<file path="src/design/minstd_random_range_draw_macros.svh">
// Assertion helpers used by the top-level design file.
`ifndef MINSTD_RANDOM_RANGE_DRAW_MACROS_SVH
`define MINSTD_RANDOM_RANGE_DRAW_MACROS_SVH

// Same-cycle implication.
`define MRD_ASSERT_NOW(label, ante, cons, msg) \
    label: assert property (@(posedge clk) disable iff (!rst_n) (ante) |-> (cons)) \
        else $error(msg);

// Next-cycle implication.
`define MRD_ASSERT_NEXT(label, ante, cons, msg) \
    label: assert property (@(posedge clk) disable iff (!rst_n) (ante) |=> (cons)) \
        else $error(msg);

`endif

</file>
<file path="src/design/mrd_pkg.sv">
package mrd_pkg;

    typedef enum logic [1:0] {
        CMD_INT  = 2'd0,
        CMD_FRAC = 2'd1,
        CMD_SEED = 2'd2,
        CMD_NONE = 2'd3
    } cmd_t;

    localparam logic [31:0] LCG_MULT    = 32'd48271;
    localparam logic [31:0] LCG_MOD     = 32'h7fffffff;
    localparam logic [30:0] LCG_RESEED  = 31'h1234;
    localparam logic [30:0] LCG_MAX     = 31'h7fffffff;
    localparam logic [30:0] HI27_MASK   = 31'h1ffffffc;
    localparam logic [30:0] LO26_MASK   = 31'h1ffffff8;
    localparam logic [30:0] FRAC24_MASK = 31'h0ffffff0;
    localparam logic [31:0] SEED_MASK   = 32'h7fffffff;

    typedef struct packed {
        logic load;
        logic prep;
        logic lcg_mul;
        logic lcg_fold;
        logic mul_lo;
        logic mul_hi;
        logic mul_frac;
        logic sum;
        logic fin;
        logic load_out;
        logic first;
    } ctrl_t;

    typedef struct packed {
        cmd_t cmd;
    } stat_t;

endpackage

</file>
<file path="src/design/mrd_if.sv">
interface mrd_req_if;
    logic               valid;
    logic               ready;
    logic [1:0]         cmd;
    logic signed [31:0] low_bound;
    logic signed [31:0] high_bound;
    logic [31:0]        seed_value;

    modport source (output valid, cmd, low_bound, high_bound, seed_value, input ready);
    modport sink (input valid, cmd, low_bound, high_bound, seed_value, output ready);
endinterface

interface mrd_rsp_if;
    logic               valid;
    logic               ready;
    logic signed [31:0] draw_value;
    logic [30:0]        generator_state;

    modport source (output valid, draw_value, generator_state, input ready);
    modport sink (input valid, draw_value, generator_state, output ready);
endinterface

</file>
<file path="src/design/minstd_random_range_draw.sv">
// Minimal-standard (multiplier 48271, modulus 2^31-1) random range generator. One request beat
// carries a command: integer draw in an inclusive range (bounds swapped if reversed, two
// generator steps), Q16.16 draw between two bounds (one step), or reseed. Each request returns
// exactly one response beat with the draw (zero for reseed or the unused command) and the
// generator state after the command. The generator resets to 0x1234. All arithmetic runs on
// one shared 32x32 multiplier followed by a Mersenne fold. A finished item holds in its last
// step while the previous response beat still waits. The request side is ready again at the
// edge that loads the response, and a pending response does not block the next request from
// being accepted.
`include "minstd_random_range_draw_macros.svh"

module minstd_random_range_draw (
    input logic       clk,
    input logic       rst_n,
    mrd_req_if.sink   req,
    mrd_rsp_if.source rsp
);

    mrd_pkg::ctrl_t ctrl;
    mrd_pkg::stat_t stat;
    logic [8:0]     step_vec;
    logic           state_ok;

    mrd_seq u_seq (
        .clk       (clk),
        .rst_n     (rst_n),
        .in_valid  (req.valid),
        .in_ready  (req.ready),
        .out_valid (rsp.valid),
        .out_ready (rsp.ready),
        .stat      (stat),
        .ctrl      (ctrl)
    );

    mrd_datapath u_datapath (
        .clk             (clk),
        .rst_n           (rst_n),
        .ctrl            (ctrl),
        .stat            (stat),
        .cmd             (req.cmd),
        .low_bound       (req.low_bound),
        .high_bound      (req.high_bound),
        .seed_value      (req.seed_value),
        .draw_value      (rsp.draw_value),
        .generator_state (rsp.generator_state)
    );

    assign step_vec = {ctrl.prep, ctrl.lcg_mul, ctrl.lcg_fold, ctrl.mul_lo, ctrl.mul_hi,
                       ctrl.mul_frac, ctrl.sum, ctrl.fin, ctrl.load_out};
    assign state_ok = (rsp.generator_state != 31'd0) &&
                      (rsp.generator_state != mrd_pkg::LCG_MAX);

    `MRD_ASSERT_NEXT(a_busy_after_accept, req.valid && req.ready, !req.ready, "ready after accept")
    `MRD_ASSERT_NOW(a_state_legal, rsp.valid, state_ok, "illegal state")
    `MRD_ASSERT_NOW(a_no_overwrite, ctrl.load_out, !rsp.valid || rsp.ready, "response overwritten")
    `MRD_ASSERT_NOW(a_one_step, 1'b1, $onehot0(step_vec), "steps overlap")

endmodule

</file>
<file path="src/design/mrd_mul.sv">
module mrd_mul (
    input  mrd_pkg::ctrl_t ctrl,
    input  logic [30:0]    lcg,
    input  logic [30:0]    s1,
    input  logic [32:0]    opb,
    output logic [63:0]    prod
);

    logic [31:0] mul_a;
    logic [31:0] mul_b;
    logic [30:0] frac_bits;
    logic [63:0] mul_full;
    logic        wide;

    always_comb
    begin
        frac_bits = lcg & mrd_pkg::FRAC24_MASK;
        mul_b     = opb[31:0];
        priority if (ctrl.lcg_mul)
        begin
            mul_a = {1'b0, lcg};
            mul_b = mrd_pkg::LCG_MULT;
        end
        else if (ctrl.mul_lo)
        begin
            mul_a = {1'b0, lcg & mrd_pkg::LO26_MASK};
        end
        else if (ctrl.mul_hi)
        begin
            mul_a = {1'b0, s1 & mrd_pkg::HI27_MASK};
        end
        else
        begin
            mul_a = {8'd0, frac_bits[27:4]};
        end
    end

    assign mul_full = mul_a * mul_b;
    // a full 2^32 range has zero low word: the product is a plain shift
    assign wide = opb[32] && (ctrl.mul_lo || ctrl.mul_hi);
    assign prod = wide ? {mul_a, 32'd0} : mul_full;

endmodule

</file>
<file path="src/design/mrd_seq.sv">
module mrd_seq (
    input  logic           clk,
    input  logic           rst_n,
    input  logic           in_valid,
    output logic           in_ready,
    output logic           out_valid,
    input  logic           out_ready,
    input  mrd_pkg::stat_t stat,
    output mrd_pkg::ctrl_t ctrl
);

    typedef enum logic [9:0] {
        S_IDLE   = 10'b00_0000_0001,
        S_PREP   = 10'b00_0000_0010,
        S_LMUL   = 10'b00_0000_0100,
        S_LFOLD  = 10'b00_0000_1000,
        S_MLO    = 10'b00_0001_0000,
        S_MHI    = 10'b00_0010_0000,
        S_MFRAC  = 10'b00_0100_0000,
        S_SUM    = 10'b00_1000_0000,
        S_FIN    = 10'b01_0000_0000,
        S_DONE   = 10'b10_0000_0000
    } state_t;

    state_t state_reg, state_next;
    logic   first_reg, first_next;
    logic   out_valid_reg, out_valid_next;

    always_comb
    begin
        state_next = state_reg;
        first_next = first_reg;
        ctrl       = '0;
        ctrl.first = first_reg;
        unique case (state_reg)
            S_IDLE:
            begin
                if (in_valid)
                begin
                    ctrl.load  = 1'b1;
                    state_next = S_PREP;
                end
            end
            S_PREP:
            begin
                ctrl.prep = 1'b1;
                if (stat.cmd == mrd_pkg::CMD_INT || stat.cmd == mrd_pkg::CMD_FRAC)
                begin
                    first_next = 1'b1;
                    state_next = S_LMUL;
                end
                else
                begin
                    state_next = S_DONE;
                end
            end
            S_LMUL:
            begin
                ctrl.lcg_mul = 1'b1;
                state_next   = S_LFOLD;
            end
            S_LFOLD:
            begin
                ctrl.lcg_fold = 1'b1;
                first_next    = 1'b0;
                if (stat.cmd == mrd_pkg::CMD_FRAC)
                begin
                    state_next = S_MFRAC;
                end
                else if (first_reg)
                begin
                    state_next = S_LMUL;
                end
                else
                begin
                    state_next = S_MLO;
                end
            end
            S_MLO:
            begin
                ctrl.mul_lo = 1'b1;
                state_next  = S_MHI;
            end
            S_MHI:
            begin
                ctrl.mul_hi = 1'b1;
                state_next  = S_SUM;
            end
            S_MFRAC:
            begin
                ctrl.mul_frac = 1'b1;
                state_next    = S_SUM;
            end
            S_SUM:
            begin
                ctrl.sum   = 1'b1;
                state_next = S_FIN;
            end
            S_FIN:
            begin
                ctrl.fin   = 1'b1;
                state_next = S_DONE;
            end
            S_DONE:
            begin
                if (!out_valid_reg || out_ready)
                begin
                    ctrl.load_out = 1'b1;
                    state_next    = S_IDLE;
                end
            end
            default:
            begin
                state_next = S_IDLE;
            end
        endcase
    end

    always_comb
    begin
        out_valid_next = out_valid_reg;
        if (ctrl.load_out)
        begin
            out_valid_next = 1'b1;
        end
        else if (out_ready)
        begin
            out_valid_next = 1'b0;
        end
    end

    always_ff @(posedge clk or negedge rst_n)
    begin
        if (!rst_n)
        begin
            state_reg     <= S_IDLE;
            first_reg     <= 1'b0;
            out_valid_reg <= 1'b0;
        end
        else
        begin
            state_reg     <= state_next;
            first_reg     <= first_next;
            out_valid_reg <= out_valid_next;
        end
    end

    assign in_ready  = (state_reg == S_IDLE);
    assign out_valid = out_valid_reg;

endmodule

</file>
<file path="src/design/mrd_datapath.sv">
module mrd_datapath (
    input  logic               clk,
    input  logic               rst_n,
    input  mrd_pkg::ctrl_t     ctrl,
    output mrd_pkg::stat_t     stat,
    input  logic [1:0]         cmd,
    input  logic signed [31:0] low_bound,
    input  logic signed [31:0] high_bound,
    input  logic [31:0]        seed_value,
    output logic signed [31:0] draw_value,
    output logic [30:0]        generator_state
);

    mrd_pkg::cmd_t      cmd_reg, cmd_next;
    logic signed [31:0] lo_reg, lo_next;
    logic signed [31:0] hi_reg, hi_next;
    logic [31:0]        seed_reg, seed_next;
    logic signed [32:0] diff_reg, diff_next;
    logic [32:0]        opb_reg, opb_next;
    logic [30:0]        s1_reg, s1_next;
    logic [30:0]        lcg_reg, lcg_next;
    logic [63:0]        prod_reg, prod_next;
    logic [33:0]        acc_reg, acc_next;
    logic signed [33:0] q_reg, q_next;
    logic signed [31:0] draw_reg, draw_next;
    logic signed [31:0] draw_out_reg, draw_out_next;
    logic [30:0]        gen_out_reg, gen_out_next;

    logic [63:0]        mul_prod;
    logic               is_int;
    logic               neg;
    logic signed [32:0] diff_calc;
    logic [32:0]        opb_base;
    logic [32:0]        opb_inc;
    logic [31:0]        fold_sum;
    logic [31:0]        fold_val;
    logic [31:0]        seed_masked;
    logic [30:0]        seed_val;
    logic [61:0]        total;
    logic signed [56:0] mag_s;
    logic signed [56:0] frac_p;
    logic signed [33:0] res;
    logic signed [33:0] hi_ext;

    mrd_mul u_mul (
        .ctrl (ctrl),
        .lcg  (lcg_reg),
        .s1   (s1_reg),
        .opb  (opb_reg),
        .prod (mul_prod)
    );

    assign is_int = (cmd_reg == mrd_pkg::CMD_INT);
    assign neg    = diff_reg[32];

    always_comb
    begin
        diff_calc   = $signed({hi_reg[31], hi_reg}) - $signed({lo_reg[31], lo_reg});
        opb_base    = neg ? ~diff_reg : diff_reg;
        opb_inc     = is_int ? (neg ? 33'd2 : 33'd1) : (neg ? 33'd1 : 33'd0);
        fold_sum    = {16'd0, prod_reg[46:31]} + {1'b0, prod_reg[30:0]};
        fold_val    = (fold_sum >= mrd_pkg::LCG_MOD) ? fold_sum - mrd_pkg::LCG_MOD : fold_sum;
        seed_masked = seed_reg & mrd_pkg::SEED_MASK;
        seed_val    = seed_masked[30:0];
        if (seed_val == 31'd0 || seed_val == mrd_pkg::LCG_MAX)
        begin
            seed_val = mrd_pkg::LCG_RESEED;
        end
        total  = {1'b0, prod_reg[60:0]} + {28'd0, acc_reg};
        mag_s  = {1'b0, prod_reg[55:0]};
        frac_p = neg ? -mag_s : mag_s;
        res    = $signed({{2{lo_reg[31]}}, lo_reg}) + q_reg;
        hi_ext = $signed({{2{hi_reg[31]}}, hi_reg});
    end

    always_comb
    begin
        cmd_next      = cmd_reg;
        lo_next       = lo_reg;
        hi_next       = hi_reg;
        seed_next     = seed_reg;
        diff_next     = diff_reg;
        opb_next      = opb_reg;
        s1_next       = s1_reg;
        lcg_next      = lcg_reg;
        prod_next     = prod_reg;
        acc_next      = acc_reg;
        q_next        = q_reg;
        draw_next     = draw_reg;
        draw_out_next = draw_out_reg;
        gen_out_next  = gen_out_reg;

        if (ctrl.load)
        begin
            cmd_next  = mrd_pkg::cmd_t'(cmd);
            lo_next   = low_bound;
            hi_next   = high_bound;
            seed_next = seed_value;
        end
        if (ctrl.prep)
        begin
            diff_next = diff_calc;
            draw_next = 32'sd0;
            // swap reversed bounds for an integer draw
            if (is_int && diff_calc[32])
            begin
                lo_next = hi_reg;
                hi_next = lo_reg;
            end
            if (cmd_reg == mrd_pkg::CMD_SEED)
            begin
                lcg_next = seed_val;
            end
        end
        if (ctrl.lcg_mul)
        begin
            prod_next = mul_prod;
            if (ctrl.first)
            begin
                opb_next = opb_base + opb_inc;
            end
        end
        if (ctrl.lcg_fold)
        begin
            lcg_next = fold_val[30:0];
            if (ctrl.first)
            begin
                s1_next = fold_val[30:0];
            end
        end
        if (ctrl.mul_lo || ctrl.mul_frac)
        begin
            prod_next = mul_prod;
        end
        if (ctrl.mul_hi)
        begin
            acc_next  = prod_reg[60:27];
            prod_next = mul_prod;
        end
        if (ctrl.sum)
        begin
            q_next = is_int ? $signed({1'b0, total[61:29]}) : $signed({frac_p[56], frac_p[56:24]});
        end
        if (ctrl.fin)
        begin
            draw_next = (is_int && res > hi_ext) ? hi_reg : res[31:0];
        end
        if (ctrl.load_out)
        begin
            draw_out_next = draw_reg;
            gen_out_next  = lcg_reg;
        end
    end

    always_ff @(posedge clk or negedge rst_n)
    begin
        if (!rst_n)
        begin
            lcg_reg <= mrd_pkg::LCG_RESEED;
        end
        else
        begin
            lcg_reg <= lcg_next;
        end
    end

    always_ff @(posedge clk)
    begin
        cmd_reg      <= cmd_next;
        lo_reg       <= lo_next;
        hi_reg       <= hi_next;
        seed_reg     <= seed_next;
        diff_reg     <= diff_next;
        opb_reg      <= opb_next;
        s1_reg       <= s1_next;
        prod_reg     <= prod_next;
        acc_reg      <= acc_next;
        q_reg        <= q_next;
        draw_reg     <= draw_next;
        draw_out_reg <= draw_out_next;
        gen_out_reg  <= gen_out_next;
    end

    assign stat.cmd        = cmd_reg;
    assign draw_value      = draw_out_reg;
    assign generator_state = gen_out_reg;

endmodule
</file>
<file path="src/flat_wrapper.sv">
// flat-port wrapper written by rule: the top's interface ports become plain ports
module minstd_random_range_draw_flat 
  (clk, rst_n, req_valid, req_cmd, req_low_bound, req_high_bound, req_seed_value, req_ready, rsp_valid, rsp_draw_value, rsp_generator_state, rsp_ready);
  mrd_req_if req_i ();
  mrd_rsp_if rsp_i ();
  input logic clk;
  input logic rst_n;
  input wire logic [$bits(req_i.valid)-1:0] req_valid;
  input wire logic [$bits(req_i.cmd)-1:0] req_cmd;
  input wire logic [$bits(req_i.low_bound)-1:0] req_low_bound;
  input wire logic [$bits(req_i.high_bound)-1:0] req_high_bound;
  input wire logic [$bits(req_i.seed_value)-1:0] req_seed_value;
  output wire logic [$bits(req_i.ready)-1:0] req_ready;
  output wire logic [$bits(rsp_i.valid)-1:0] rsp_valid;
  output wire logic [$bits(rsp_i.draw_value)-1:0] rsp_draw_value;
  output wire logic [$bits(rsp_i.generator_state)-1:0] rsp_generator_state;
  input wire logic [$bits(rsp_i.ready)-1:0] rsp_ready;
  assign req_i.valid = req_valid;
  assign req_i.cmd = req_cmd;
  assign req_i.low_bound = req_low_bound;
  assign req_i.high_bound = req_high_bound;
  assign req_i.seed_value = req_seed_value;
  assign req_ready = req_i.ready;
  assign rsp_valid = rsp_i.valid;
  assign rsp_draw_value = rsp_i.draw_value;
  assign rsp_generator_state = rsp_i.generator_state;
  assign rsp_i.ready = rsp_ready;
  minstd_random_range_draw u_core (.clk(clk), .rst_n(rst_n), .req(req_i), .rsp(rsp_i));
endmodule
</file>
<file path="config.mk">
export PLATFORM = sky130hd
export DESIGN_NAME = minstd_random_range_draw_flat
export DESIGN_NICKNAME = d
export VERILOG_FILES = /design/src/design/mrd_pkg.sv /design/src/design/mrd_if.sv /design/src/design/minstd_random_range_draw.sv /design/src/design/mrd_mul.sv /design/src/design/mrd_seq.sv /design/src/design/mrd_datapath.sv /design/src/flat_wrapper.sv
export VERILOG_INCLUDE_DIRS = /design/src /design/src/design
export SDC_FILE = /design/constraint.sdc
export NUM_CORES = 2
export LEC_CHECK = 0
export ABC_CLOCK_PERIOD_IN_PS = 10600
export BUFFER_PORTS_ARGS = -buffer_cell sky130_fd_sc_hd__buf_2
export CORE_MARGIN = 4
export CORE_UTILIZATION = 47
export CTS_BUF_LIST = sky130_fd_sc_hd__clkbuf_2
export DETAILED_ROUTE_END_ITERATION = 6
export PLACE_DENSITY = 0.64
export SKIP_CTS_REPAIR_TIMING = 1
export SLEW_MARGIN = 20
export SYNTH_ARGS = -nofsm -noshare
export SYNTH_HDL_FRONTEND = slang
export SYNTH_SLANG_ARGS = --single-unit
</file>
<file path="constraint.sdc">
create_clock -name clk -period 10.6 [get_ports clk]
set_input_delay 2.12 -clock clk [delete_from_list [all_inputs] [get_ports clk]]
set_output_delay 2.12 -clock clk [all_outputs]
set_load 0.03 [all_outputs]
</file>
==> results_tabular.tex <==
\begin{tabular}{lr}
\hline
Metric & Value \\
\hline
\multicolumn{2}{l}{\textbf{Setup path}} \\
Crit path top cell by count & sky130\_fd\_sc\_hd\_\_fa\_1 \\
Critical Path End Type & flip-flop \\
Crit path launch type & flip-flop \\
CP max FO & 23 \\
Classification of the worst setup path & flip-flop to flip-flop \\
CP max-delay cell & sky130\_fd\_sc\_hd\_\_and4b\_4 \\
Critical Path Max Stage Delay & 620 ps \\
Arrival time at the worst endpoint & 11,200 ps \\
Worst EP required & 11,530 ps \\
\multicolumn{2}{l}{\textbf{Floorplan}} \\
Die outline area & 126,000 sq um \\
Area of the core region & 120,000 sq um \\
Height of the die & 356 um \\
Number of rows created at floorplan & 127 \\
Width of the die & 356 um \\
Effective utilization at floorplan & 47.3\% \\
Top-level port count & 167 \\
\multicolumn{2}{l}{\textbf{Logic synthesis}} \\
Post-Synthesis Mean Instance Area & 9.42 sq um \\
Share of flip-flops with an asynchronous set or reset after synthesis & 9.41\% \\
Seq cells post-synth & 457 \\
Ys flop type & sky130\_fd\_sc\_hd\_\_edfxtp\_1 \\
Synth area leader & sky130\_fd\_sc\_hd\_\_fa\_1 \\
Synthesized instance count & 6,026 \\
Commonest cells in the synthesized netlist & sky130\_fd\_sc\_hd\_\_inv\_1 (939), sky130\_fd\_sc\_hd\_\_fa\_1 (869), sky130\_fd\_sc\_hd\_\_nand2\_1 (774) \\
EDFF count, synth & 350 \\
Number of warning messages in the yosys log & 0 \\
Post-synthesis sequential area ratio & 22.7\% \\
Ranking of synthesized cells by area & sky130\_fd\_sc\_hd\_\_fa\_1 (31\%), sky130\_fd\_sc\_hd\_\_edfxtp\_1 (19\%), sky130\_fd\_sc\_hd\_\_ha\_1 (8.8\%) \\
Cell area after technology mapping & 56,800 sq um \\
Portion of synthesized cell area occupied by the leading cell type & 30.6\% \\
Number of distinct library cell variants in the gate-level netlist after synthesis & 93 \\
Top-count cell post-synth & sky130\_fd\_sc\_hd\_\_inv\_1 \\
\multicolumn{2}{l}{\textbf{Timing}} \\
Setup Skew & 161 ps \\
Max Transition Viols Final & 0 \\
Hold slack final & 425 ps \\
Worst slew pin tran & 997 ps \\
Minimum setup slack in the final design & 329 ps \\
Minimum period implied by the final worst setup slack & 10,270 ps \\
Final hold vios & 0 \\
Setup-failing EPs final & 0 \\
Max transition margin & 33.5\% \\
Maximum clock rate & 97.4 MHz \\
Final critical-path share of the clock period & 96.9\% \\
\multicolumn{2}{l}{\textbf{Flow run}} \\
\# Max-Cap Violations & 0 \\
\multicolumn{2}{l}{\textbf{Clocking}} \\
Root buf cell & sky130\_fd\_sc\_hd\_\_clkbuf\_2 \\
Num Clock Sinks & 457 \\
TritonCTS Buffers & 110 \\
Insertion delay of the later-clocked pin in the worst-skew pair & 1230 ps \\
Count of H-tree levels built during CTS & 3 \\
CTS tree & yes \\
Number of buffers on the longest clock path & 3 \\
Clk pin slew, worst setup/hold paths & 130 ps \\
\multicolumn{2}{l}{\textbf{Route}} \\
Via Count & 45,000 \\
\# DRC & 2 \\
DR iter-0 viols & 3,858 \\
Count of TritonRoute iterations in the first routing pass & 7 \\
DR WL/cell & 23.1 um \\
Via density per instance & 5.62 \\
Final ANT Viol Nets & 0 \\
Wire length reported by the detailed router & 185,000 um \\
\multicolumn{2}{l}{\textbf{Hold path}} \\
Class of the most critical hold timing path & flip-flop to flip-flop \\
\multicolumn{2}{l}{\textbf{Finish}} \\
Final Util & 51.6\% \\
Fraction of layout cells with a size suffix above 1 & 10.1\% \\
Final net count & 7,672 \\
Final cell area excluding filler cells & 61,900 sq um \\
Max reg flops & 61 \\
P\&R area growth vs syn & 9.02\% \\
Fillers & 11,100 \\
\multicolumn{2}{l}{\textbf{Placement}} \\
Setup slack at placement & 35.4 ps \\
Port Buffers & 165 \\
DPL Wire Length & 150,000 um \\
Final GP Congestion & 0.959 \\
Area after detailed placement & 60,600 sq um \\
\multicolumn{2}{l}{\textbf{GRT}} \\
Largest net degree at the start of global routing & 110 \\
First-pass GRT wire length & 281,000 um \\
Number of global-route vias before repair & 46,000 \\
Number of antenna violations at the first check in global routing & 12 \\
Global-route usage over all layers & 29.6\% \\
Total global routing overflow & 0 \\
\multicolumn{2}{l}{\textbf{Run status}} \\
Violated checks & DRC \\
Status & complete, but fails checks \\
\hline
\end{tabular}
## through the flow
stage | setup TNS [ps] | cells
2_1_floorplan | 0 | 6065
4_1_cts | 0 | 7999
3_5_place_dp | 0 | 7800
5_1_grt | -2.72 | 8003
3_3_place_gp | 0 | 7800
6_report | 0 | 8013
## per-layer routing
metal	global-route usage [%]	vias up	part of all wire, %
met2	46.9	2017	45
li1	-	20000	-
met3	7.30	454	9.7
met5	0	-	0.033
met1	39.1	22600	40
met4	11.8	10	4.8
## kinds of logic (layout without fill, tap and decap cells)
logic type | Yosys count | after routing | synth area share [%]
adder cells (fa/ha/maj) | 1268 | 1268 | 39.4
buffers and inverters | 1207 | 1531 | 8.02
multiplexers | 122 | 122 | 2.16
flip-flops | 457 | 457 | 22.7
XOR/XNOR | 252 | 252 | 3.92
other | 2 | 53 | 0.0132
AO/OA/AOI/OAI | 797 | 797 | 8.90
AND/OR/NAND/NOR | 1921 | 1921 | 14.9
## critical path: cells and delay by family, from the launching register on
family,cells,cell delay [ps]
buf+inv,6,690
fa+ha+maj,9,3910
simple gates,11,3270
compound gates,6,1450
mux,1,300
flops,1,420
## final cells by class
type                            instances  area (sq um)  area share, %
Multi-Input combinational cell       4401         39600           64.0
Sequential cell                       457         12900           20.8
Inverter                              939          3520           5.70
Timing Repair Buffer                  393          2710           4.39
Tap cell                             1612          2020           3.26
Clock buffer                          151           756           1.22
Clock inverter                         48           354          0.572
Antenna cell                           12          30.0         0.0485
## placed cells by master, fill, tap and decap left out, types with 26 or more instances in the layout
cell	count
sky130_fd_sc_hd__xor2_1	81
sky130_fd_sc_hd__nand3_1	55
sky130_fd_sc_hd__dfrtp_1	37
sky130_fd_sc_hd__buf_2	164
sky130_fd_sc_hd__and2_1	70
sky130_fd_sc_hd__nor3_1	46
sky130_fd_sc_hd__nand2b_1	45
sky130_fd_sc_hd__nand2_1	774
sky130_fd_sc_hd__clkbuf_2	151
sky130_fd_sc_hd__inv_1	939
sky130_fd_sc_hd__clkinv_1	27
sky130_fd_sc_hd__mux2i_1	120
sky130_fd_sc_hd__a21o_1	113
sky130_fd_sc_hd__a21oi_1	219
sky130_fd_sc_hd__o21a_1	26
sky130_fd_sc_hd__ha_1	399
sky130_fd_sc_hd__o21ai_0	210
sky130_fd_sc_hd__and3_1	34
sky130_fd_sc_hd__xnor2_1	170
sky130_fd_sc_hd__edfxtp_1	350
sky130_fd_sc_hd__dfxtp_1	64
sky130_fd_sc_hd__buf_4	212
sky130_fd_sc_hd__nor2_1	683
sky130_fd_sc_hd__nand4_1	45
sky130_fd_sc_hd__a211oi_1	27
sky130_fd_sc_hd__conb_1	41
sky130_fd_sc_hd__nor2b_1	28
sky130_fd_sc_hd__fa_1	869
## path summary, 6_finish.rpt
| check | slack [ps] | cells after the start | to | startpoint |
|---|---|---|---|---|
| worst max-delay path | 330 | 33 | u_core.u_datapath.prod_reg[58]$_DFFE_PP_ | u_core.u_seq.state_reg[9]$_DFFE_PN0P_ |
| max in group asynchronous | 9200 | 1 | u_core.u_seq.state_reg[2]$_DFFE_PN0P_ | rst_n |
| min in group asynchronous | 920 | 1 | u_core.u_datapath.lcg_reg[29]$_DFFE_PN0P_ | rst_n |
| worst min register to register | 430 | 0 | u_core.u_datapath.draw_value[19]$_DFFE_PP_ | u_core.u_datapath.draw_reg[19]$_SDFFCE_PN0P_ |
| worst max register to register | 330 | 33 | u_core.u_datapath.prod_reg[58]$_DFFE_PP_ | u_core.u_seq.state_reg[9]$_DFFE_PN0P_ |
| worst min-delay path | 430 | 0 | u_core.u_datapath.draw_value[19]$_DFFE_PP_ | u_core.u_datapath.draw_reg[19]$_SDFFCE_PN0P_ |
Power is left out: the tool's default activity adds up to more than one toggle a clock period on the data nets, which glitch-free logic cannot reach.
